$ cat src/kmq_pkg.sv
`default_nettype none

package kmq_pkg;

   // Operation codes of an input beat.
   typedef enum logic [1:0] {
      OP_ADD    = 2'd0,
      OP_EDIT   = 2'd1,
      OP_REMOVE = 2'd2,
      OP_EXEC   = 2'd3
   } op_type;

   // Status codes of a result beat.
   typedef enum logic [2:0] {
      ST_OK       = 3'd0,
      ST_EMPTY    = 3'd1,
      ST_NOTFOUND = 3'd2,
      ST_FULL     = 3'd3,
      ST_DUP      = 3'd4
   } status_type;

   // Controller states.
   typedef enum logic [2:0] {
      S_CLEAR,
      S_IDLE,
      S_SCAN,
      S_DRAIN,
      S_COMMIT
   } state_type;

   // One input beat.
   typedef struct packed {
      op_type      op;
      logic [15:0] user_id;
      logic [15:0] task_id;
      logic [31:0] priority_req;
   } req_type;

   // One result beat.
   typedef struct packed {
      logic [15:0] owner_out;
      status_type  status;
   } rsp_type;

   // One slot of the task memory.
   typedef struct packed {
      logic        used;
      logic [15:0] task_id;
      logic [15:0] owner;
      logic [31:0] prio;
   } slot_type;

   // Phase strobes from the controller.
   typedef struct packed {
      logic busy;
      logic clearing;
      logic accept;
      logic scan_rd;
      logic commit;
   } ctrl_type;

   // Summary gathered by one pass over the memory.
   typedef struct packed {
      logic        found;
      logic [15:0] found_owner;
      logic        free_found;
      logic        top_found;
      logic [15:0] top_owner;
   } scan_type;

endpackage

`default_nettype wire

$ cat src/keyed_max_priority_task_queue_core.sv
// The result strobe is registered from the commit state; after the accepting edge the
// controller runs the scan, drain and commit states. Busy covers one full read pass over
// the slot memory, a drain state for the last read data and a write-back (commit) state,
// and the next request is taken in the idle state that follows. Results cannot be stalled.
// Reset: synchronous, active high; afterwards a clearing pass over every slot
// keeps busy high while every slot is marked free.
`default_nettype none

module keyed_max_priority_task_queue_core
   import kmq_pkg::*;
#(
   parameter int DEPTH = 64
) (
   input  wire logic    clock,
   input  wire logic    reset,
   input  wire logic    start,
   output logic         busy,
   input  wire req_type req_data,
   output logic         rsp_valid,
   output rsp_type      rsp_data
);

   localparam int AW = $clog2(DEPTH);

   ctrl_type      ctl;
   logic [AW-1:0] addr;
   slot_type      rd_slot;
   scan_type      summary;
   logic [AW-1:0] match_idx;
   logic [AW-1:0] free_idx;
   logic [AW-1:0] top_idx;
   req_type       req_ff;
   logic          rsp_valid_ff;
   rsp_type       rsp_data_ff;
   rsp_type       rsp_data_in;
   logic          upd_we;
   logic [AW-1:0] upd_addr;
   slot_type      upd_slot;
   logic          ram_we;
   logic [AW-1:0] ram_waddr;
   slot_type      ram_wdata;

   kmq_ctrl #(.DEPTH(DEPTH)) u_ctrl (
      .clock (clock),
      .reset (reset),
      .start (start),
      .ctl   (ctl),
      .addr  (addr)
   );

   kmq_slot_ram #(.DEPTH(DEPTH)) u_ram (
      .clock (clock),
      .we    (ram_we),
      .waddr (ram_waddr),
      .wdata (ram_wdata),
      .re    (ctl.scan_rd),
      .raddr (addr),
      .rdata (rd_slot)
   );

   kmq_scan #(.DEPTH(DEPTH)) u_scan (
      .clock     (clock),
      .reset     (reset),
      .ctl       (ctl),
      .addr      (addr),
      .rd_slot   (rd_slot),
      .key_id    (req_ff.task_id),
      .summary   (summary),
      .match_idx (match_idx),
      .free_idx  (free_idx),
      .top_idx   (top_idx)
   );

   // Hold the request beat for the whole pass.
   always_ff @(posedge clock) begin
      if (ctl.accept) begin
         req_ff <= req_data;
      end
   end

   // Decide the outcome and the slot update from the pass summary.
   always_comb begin
      rsp_data_in.owner_out = '0;
      rsp_data_in.status    = ST_OK;
      upd_we                = 1'b0;
      upd_addr              = match_idx;
      upd_slot.used         = 1'b0;
      upd_slot.task_id      = req_ff.task_id;
      upd_slot.owner        = summary.found_owner;
      upd_slot.prio         = req_ff.priority_req;
      unique case (req_ff.op)
         OP_ADD: begin
            if (summary.found) begin
               rsp_data_in.status = ST_DUP;
            end else if (!summary.free_found) begin
               rsp_data_in.status = ST_FULL;
            end else begin
               upd_we         = 1'b1;
               upd_addr       = free_idx;
               upd_slot.used  = 1'b1;
               upd_slot.owner = req_ff.user_id;
            end
         end
         OP_EDIT: begin
            if (!summary.found) begin
               rsp_data_in.status = ST_NOTFOUND;
            end else begin
               upd_we        = 1'b1;
               upd_slot.used = 1'b1;
            end
         end
         OP_REMOVE: begin
            if (!summary.found) begin
               rsp_data_in.status = ST_NOTFOUND;
            end else begin
               upd_we = 1'b1;
            end
         end
         OP_EXEC: begin
            if (!summary.top_found) begin
               rsp_data_in.status = ST_EMPTY;
            end else begin
               upd_we                = 1'b1;
               upd_addr              = top_idx;
               rsp_data_in.owner_out = summary.top_owner;
            end
         end
         default: begin
            rsp_data_in.status = ST_OK;
         end
      endcase
   end

   // The clearing pass and the write-back share the memory's write port.
   always_comb begin
      if (ctl.clearing) begin
         ram_we    = 1'b1;
         ram_waddr = addr;
         ram_wdata = '0;
      end else begin
         ram_we    = ctl.commit && upd_we;
         ram_waddr = upd_addr;
         ram_wdata = upd_slot;
      end
   end

   // Result beat register.
   always_ff @(posedge clock) begin
      if (reset) begin
         rsp_valid_ff <= 1'b0;
      end else begin
         rsp_valid_ff <= ctl.commit;
      end
      if (ctl.commit) begin
         rsp_data_ff <= rsp_data_in;
      end
   end

   assign busy      = ctl.busy;
   assign rsp_valid = rsp_valid_ff;
   assign rsp_data  = rsp_data_ff;

endmodule

`default_nettype wire

$ cat src/kmq_slot_ram.sv
`default_nettype none

module kmq_slot_ram
   import kmq_pkg::*;
#(
   parameter int DEPTH = 64,
   localparam int AW = $clog2(DEPTH)
) (
   input  wire logic          clock,
   input  wire logic          we,
   input  wire logic [AW-1:0] waddr,
   input  wire slot_type      wdata,
   input  wire logic          re,
   input  wire logic [AW-1:0] raddr,
   output slot_type           rdata
);

   slot_type mem [DEPTH];
   slot_type rdata_ff;

   // Single write port, registered read port.
   always_ff @(posedge clock) begin
      if (we) begin
         mem[waddr] <= wdata;
      end
      if (re) begin
         rdata_ff <= mem[raddr];
      end
   end

   assign rdata = rdata_ff;

endmodule

`default_nettype wire

$ cat src/kmq_scan.sv
`default_nettype none

module kmq_scan
   import kmq_pkg::*;
#(
   parameter int DEPTH = 64,
   localparam int AW = $clog2(DEPTH)
) (
   input  wire logic          clock,
   input  wire logic          reset,
   input  wire ctrl_type      ctl,
   input  wire logic [AW-1:0] addr,
   input  wire slot_type      rd_slot,
   input  wire logic [15:0]   key_id,
   output scan_type           summary,
   output logic [AW-1:0]      match_idx,
   output logic [AW-1:0]      free_idx,
   output logic [AW-1:0]      top_idx
);

   logic          rd_valid_ff;
   logic [AW-1:0] rd_addr_ff;
   logic          found_ff;
   logic          free_found_ff;
   logic          top_found_ff;
   logic [15:0]   found_owner_ff;
   logic [15:0]   top_owner_ff;
   logic [31:0]   top_prio_ff;
   logic [15:0]   top_task_ff;
   logic [AW-1:0] match_idx_ff;
   logic [AW-1:0] free_idx_ff;
   logic [AW-1:0] top_idx_ff;
   logic          hit;
   logic          free_hit;
   logic          better;

   // The read data of a slot arrives in the cycle after its address.
   always_ff @(posedge clock) begin
      if (reset) begin
         rd_valid_ff <= 1'b0;
      end else begin
         rd_valid_ff <= ctl.scan_rd;
      end
      rd_addr_ff <= addr;
   end

   // Compare the slot on the read port against the key and the best so far.
   always_comb begin
      hit      = rd_valid_ff && rd_slot.used && (rd_slot.task_id == key_id);
      free_hit = rd_valid_ff && !rd_slot.used && !free_found_ff;
      better   = rd_valid_ff && rd_slot.used &&
                 (!top_found_ff ||
                  ({rd_slot.prio, rd_slot.task_id} > {top_prio_ff, top_task_ff}));
   end

   // Accumulate the match, the lowest free slot and the top task.
   always_ff @(posedge clock) begin
      if (reset || ctl.accept) begin
         found_ff      <= 1'b0;
         free_found_ff <= 1'b0;
         top_found_ff  <= 1'b0;
      end else begin
         if (hit) begin
            found_ff <= 1'b1;
         end
         if (free_hit) begin
            free_found_ff <= 1'b1;
         end
         if (better) begin
            top_found_ff <= 1'b1;
         end
      end
      if (hit) begin
         match_idx_ff   <= rd_addr_ff;
         found_owner_ff <= rd_slot.owner;
      end
      if (free_hit) begin
         free_idx_ff <= rd_addr_ff;
      end
      if (better) begin
         top_idx_ff   <= rd_addr_ff;
         top_prio_ff  <= rd_slot.prio;
         top_task_ff  <= rd_slot.task_id;
         top_owner_ff <= rd_slot.owner;
      end
   end

   always_comb begin
      summary.found       = found_ff;
      summary.found_owner = found_owner_ff;
      summary.free_found  = free_found_ff;
      summary.top_found   = top_found_ff;
      summary.top_owner   = top_owner_ff;
   end

   assign match_idx = match_idx_ff;
   assign free_idx  = free_idx_ff;
   assign top_idx   = top_idx_ff;

endmodule

`default_nettype wire

$ cat src/kmq_ctrl.sv
`default_nettype none

module kmq_ctrl
   import kmq_pkg::*;
#(
   parameter int DEPTH = 64,
   localparam int AW = $clog2(DEPTH)
) (
   input  wire logic       clock,
   input  wire logic       reset,
   input  wire logic       start,
   output ctrl_type        ctl,
   output logic [AW-1:0]   addr
);

   localparam logic [AW-1:0] LAST = AW'(DEPTH - 1);

   state_type     state_ff;
   state_type     state_in;
   logic [AW-1:0] addr_ff;
   logic [AW-1:0] addr_in;
   logic          last;

   assign last = (addr_ff == LAST);

   always_ff @(posedge clock) begin
      if (reset) begin
         state_ff <= S_CLEAR;
         addr_ff  <= '0;
      end else begin
         state_ff <= state_in;
         addr_ff  <= addr_in;
      end
   end

   // Next state.
   always_comb begin
      state_in = state_ff;
      unique case (state_ff)
         S_CLEAR: begin
            if (last) state_in = S_IDLE;
         end
         S_IDLE: begin
            if (start) state_in = S_SCAN;
         end
         S_SCAN: begin
            if (last) state_in = S_DRAIN;
         end
         S_DRAIN: begin
            state_in = S_COMMIT;
         end
         S_COMMIT: begin
            state_in = S_IDLE;
         end
         default: begin
            state_in = S_CLEAR;
         end
      endcase
   end

   // Phase strobes.
   always_comb begin
      ctl = '0;
      unique case (state_ff)
         S_CLEAR: begin
            ctl.busy     = 1'b1;
            ctl.clearing = 1'b1;
         end
         S_IDLE: begin
            ctl.accept = start;
         end
         S_SCAN: begin
            ctl.busy    = 1'b1;
            ctl.scan_rd = 1'b1;
         end
         S_DRAIN: begin
            ctl.busy = 1'b1;
         end
         S_COMMIT: begin
            ctl.busy   = 1'b1;
            ctl.commit = 1'b1;
         end
         default: begin
            ctl.busy = 1'b1;
         end
      endcase
   end

   // The address walks the memory during the clearing pass and each scan.
   always_comb begin
      case (state_ff)
         S_CLEAR, S_SCAN: addr_in = addr_ff + 1'b1;
         default:         addr_in = '0;
      endcase
   end

   assign addr = addr_ff;

endmodule

`default_nettype wire

$ cat config.mk
export PLATFORM = sky130hd
export DESIGN_NAME = keyed_max_priority_task_queue_core
export DESIGN_NICKNAME = d
export VERILOG_FILES = /design/src/kmq_pkg.sv /design/src/keyed_max_priority_task_queue_core.sv /design/src/kmq_slot_ram.sv /design/src/kmq_scan.sv /design/src/kmq_ctrl.sv
export SDC_FILE = /design/constraint.sdc
export NUM_CORES = 2
export LEC_CHECK = 0
export BUFFER_PORTS_ARGS = -buffer_cell sky130_fd_sc_hd__buf_2
export CORE_ASPECT_RATIO = 0.8
export CORE_MARGIN = 2
export CORE_UTILIZATION = 49
export CTS_CLUSTER_DIAMETER = 50
export DETAILED_ROUTE_END_ITERATION = 16
export PLACE_DENSITY = 0.7
export SLEW_MARGIN = 10
export SYNTH_ARGS = -nofsm -noshare
export SYNTH_HDL_FRONTEND = slang
export SYNTH_HIERARCHICAL = 1
export SYNTH_MEMORY_MAX_BITS = 65536
export SYNTH_SLANG_ARGS = --single-unit
$ cat constraint.sdc
create_clock -name clock -period 14.5 [get_ports clock]
set_input_delay 1.45 -clock clock [delete_from_list [all_inputs] [get_ports clock]]
set_output_delay 1.45 -clock clock [all_outputs]
set_load 0.02 [all_outputs]
==> impl_results.md <==
- Status: completed
- Met1 Track Usage GR: 39.0%
- Setup TNS: 0 ns
- Clock Skews: 0.0708 ns
- Worst EP arrival: 6.46 ns
- Critical path data required time: 15.04 ns
- Cts bufs inserted: 415
- RSZ-0062 raised after global routing: false
- Final hold vios: 0
- Antenna-violating nets left: 0
- Total power per unit cell area: 139 nW/µm²
- Crit start category: flip-flop
- First-pass DRT Iterations: 6
- Nets@finish: 7734
- End of the worst register-to-register path: u_ram/mem[59][24]
- Register Area: 133000 µm²
- GP Congestion: 0.851
- Die Width: 658 µm
- Fin crit period: 5.92 ns
- Residual DRC: 0
- Worst setup startpoint: req_ff[64]
- Worst-margin pin slew: 1.34 ns
- Area of the multi-input gates: 33800 µm²
- Cell variety after synth: 59
- Root Driver: clkbuf_16
- Vias: 83267
- Die footprint: 347000 µm²
- Routed WL: 453 mm
- DP Wirelength: 254 mm
- Met2 Usage GRT: 37.7%
- Number of cells on the worst reg-to-reg path: 10
- Worst rel slew slack: 10.3%
- Maximum clock rate: 169 MHz
- Wire per inst: 36.2 µm
- Synth area leader: edfxtp_1
- Crit Reg-Reg Startpoint: req_ff[64]
- Ports: 90
- GRT busiest layer: met1
- 1st-iter DRT viols: 14282
- Slowest stage delay, CP: 0.89 ns
- Clock Latency Late Sink: 0.96 ns
- Synth Register Bits: 4428
- LEAKAGE: 57.5 nW
- Top FF cell, synth: edfxtp_1
- GRT Util Overall: 25.9%
- R2r setup slk: 8.58 ns
- Worst setup EP type: flip-flop
- Global-route wire length before repair: 633 mm
- Largest net degree at the start of global routing: 118
- Vias in the first global route: 80939
- H-tree levels: 5
- Syn avg cell area: 23.2 µm²
- Hold-fix buffers, CTS: 0
- Synthesized net count: 7352
- Final period util: 40.8%
- Sequential share of the synthesized area: 79.2%
- Layout cells sized above 1: 27.4%
- Via/cell ratio: 6.65
- Die Y: 527 µm
- Resized cells post-CTS: 0
- Met3 Use GR: 7.64%
- Cell Chain, Critical Path: inv_1 > ha_1 > and3b_1 > a22oi_1 > o22ai_1 > nor2b_1 > nand3_1 > nor2_4 > buf_4 > buf_4
- Async set-reset flop share out of synthesis: 0%
- Top cell type's share of synthesized area: 78.9%
- Initial antenna violation count: 28
- Number of synthesized flops with an enable pin: 4408
- Fillcell total: 24369
- Row count: 192
- CTS tree: built
- Dpl ws: 8.65 ns
- Reg clk slew, reported paths: 0.06 ns
- Critical Path End: u_ram/mem[59][24]
- Top cell by count, worst path: buf_4
- Hold WC Path Type: reg2reg
- I/O Buffers: 89
- Commonest non-fill, non-tap cell in the layout: edfxtp_1
- MaxCap Viol Count: 0
- CTS Sinks: 4428
- Slowest cell on the critical path: and3b_1
- Post-Syn Instances: 7230
- Max clock buf depth: 4
- Slew Limit Fails: 0
- Critical path type: reg2reg
- Top cells by area, synth: edfxtp_1 (79%), mux4_2 (14%), a22oi_1 (1.2%)
- Final WS setup: 8.58 ns
- Critical-path maximum fanout: 29
- Most frequent cells in the layout: edfxtp_1 (4408), mux4_2 (1040), clkbuf_16 (420)
- Layout area overhead: 12.7%
- CORE AREA: 341000 µm²
- Postcts setup bufs: 0
- Synth Cell Area: 168000 µm²
- Max VDD drop: 0.0000972 V
- Final global-route overflow total: 0
- Final setup viols: 0
- Starting density of the core: 49.1%
- Warnings from Yosys: 6
[cell families (layout without fill, tap and decap cells)]
| kind of cell | after synthesis | after routing | synth area share (%) |
|---|---|---|---|
| flops | 4428 | 4428 | 79.2 |
| mux | 1150 | 1150 | 14.6 |
| compound gates | 643 | 643 | 2.86 |
| simple gates | 483 | 483 | 1.51 |
| buf+inv | 454 | 1180 | 1.34 |
| fa+ha+maj | 53 | 53 | 0.395 |
| xor+xnor | 19 | 19 | 0.0992 |
| other cells | 0 | 5 | 0 |
[cells in the mapped netlist (46+ instances only)]
library cell and n:
edfxtp_1 4408, mux4_2 1040, a22oi_1 267, buf_2 191, o22ai_1 135, clkbuf_1 128
nor2_1 128, nand3_1 120, mux2i_1 110, a211oi_1 66, o211a_1 65, nand2_1 61
nor2b_1 60, inv_1 57, ha_1 53, o221ai_1 46
[registers in the layout, summed over array words and instances, names as in the netlist]
name / cells
rsp_valid: 1
u_scan/top_idx: 6
u_scan/top_prio_ff: 32
u_scan/rd_addr_ff: 6
u_scan/found_owner_ff: 16
u_scan/match_idx: 6
u_scan/rd_valid_ff: 1
u_ctrl/state_ff: 3
u_ram/mem: 4160
u_scan/top_owner_ff: 16
u_scan/top_found_ff: 1
u_ram/rdata: 65
rsp_data: 19
req_ff: 66
u_scan/found_ff: 1
u_scan/top_task_ff: 16
u_scan/free_idx: 6
u_scan/free_found_ff: 1
u_ctrl/addr: 6
[report_power, final]
| part | switching (mW) | internal, mW |
|---|---|---|
| logic | 0.674 | 0.542 |
| registers | 0.0258 | 13.9 |
| clock network | 4.73 | 6.28 |
| total | 5.43 | 20.8 |
[stage by stage]
stage	area [µm²]	cells	power (mW)	hold slack [ns]	utilization [%]
6_report	189000	12520	26.2	0.464	55.3
5_1_grt	189000	12515	26.8	0.461	55.3
4_1_cts	189000	12509	26.3	0.455	55.3
3_5_place_dp	175000	11748	15.5	0.439	51.3
3_3_place_gp	175000	11748	15.4	0.428	51.3
2_1_floorplan	168000	7230	15.1	0.385	-
[worst min path at each step]
stage	depth (start not counted)	slack [ns]	end	startpoint
2_1_floorplan	0	0.38	u_scan/rd_addr_ff[4]	u_ctrl/addr[4]
3_3_place_gp	0	0.43	u_scan/free_idx[3]	u_scan/rd_addr_ff[3]
3_5_place_dp	0	0.44	u_scan/top_idx[3]	u_scan/rd_addr_ff[3]
4_1_cts	0	0.45	u_scan/match_idx[3]	u_scan/rd_addr_ff[3]
5_1_grt	0	0.46	u_scan/match_idx[3]	u_scan/rd_addr_ff[3]
6_report	0	0.46	u_scan/match_idx[1]	u_scan/rd_addr_ff[1]
[final cells by class]
| class | count | area share [%] |
|---|---|---|
| clock inverters | 260 | 1.48 |
| flip-flops and latches | 4428 | 70.3 |
| multi-input cells | 2348 | 17.9 |
| diodes | 5 | 0.00662 |
| inverters | 57 | 0.113 |
| clock buffers | 501 | 5.77 |
| well taps | 4559 | 3.02 |
| repair buffers | 362 | 1.42 |
[routing by layer]
metal	vias to the layer above	share of wire (%)	wire, µm
met3	719	15	67500
met1	44362	38	173000
met5	-	0.028	125
met2	6389	44	200000
met4	12	2.6	11900
li1	31785	-	-
[worst max-delay path: cells and delay by family (launching register included)]
kind                     cells  cell delay, ns
buffers and inverters        3            1.21
flip-flops                   1            0.44
AO/OA/AOI/OAI                2            0.90
AND/OR/NAND/NOR              4            2.61
adder cells (fa/ha/maj)      1            0.25
Note: power is estimated with default switching activity, not from simulation.
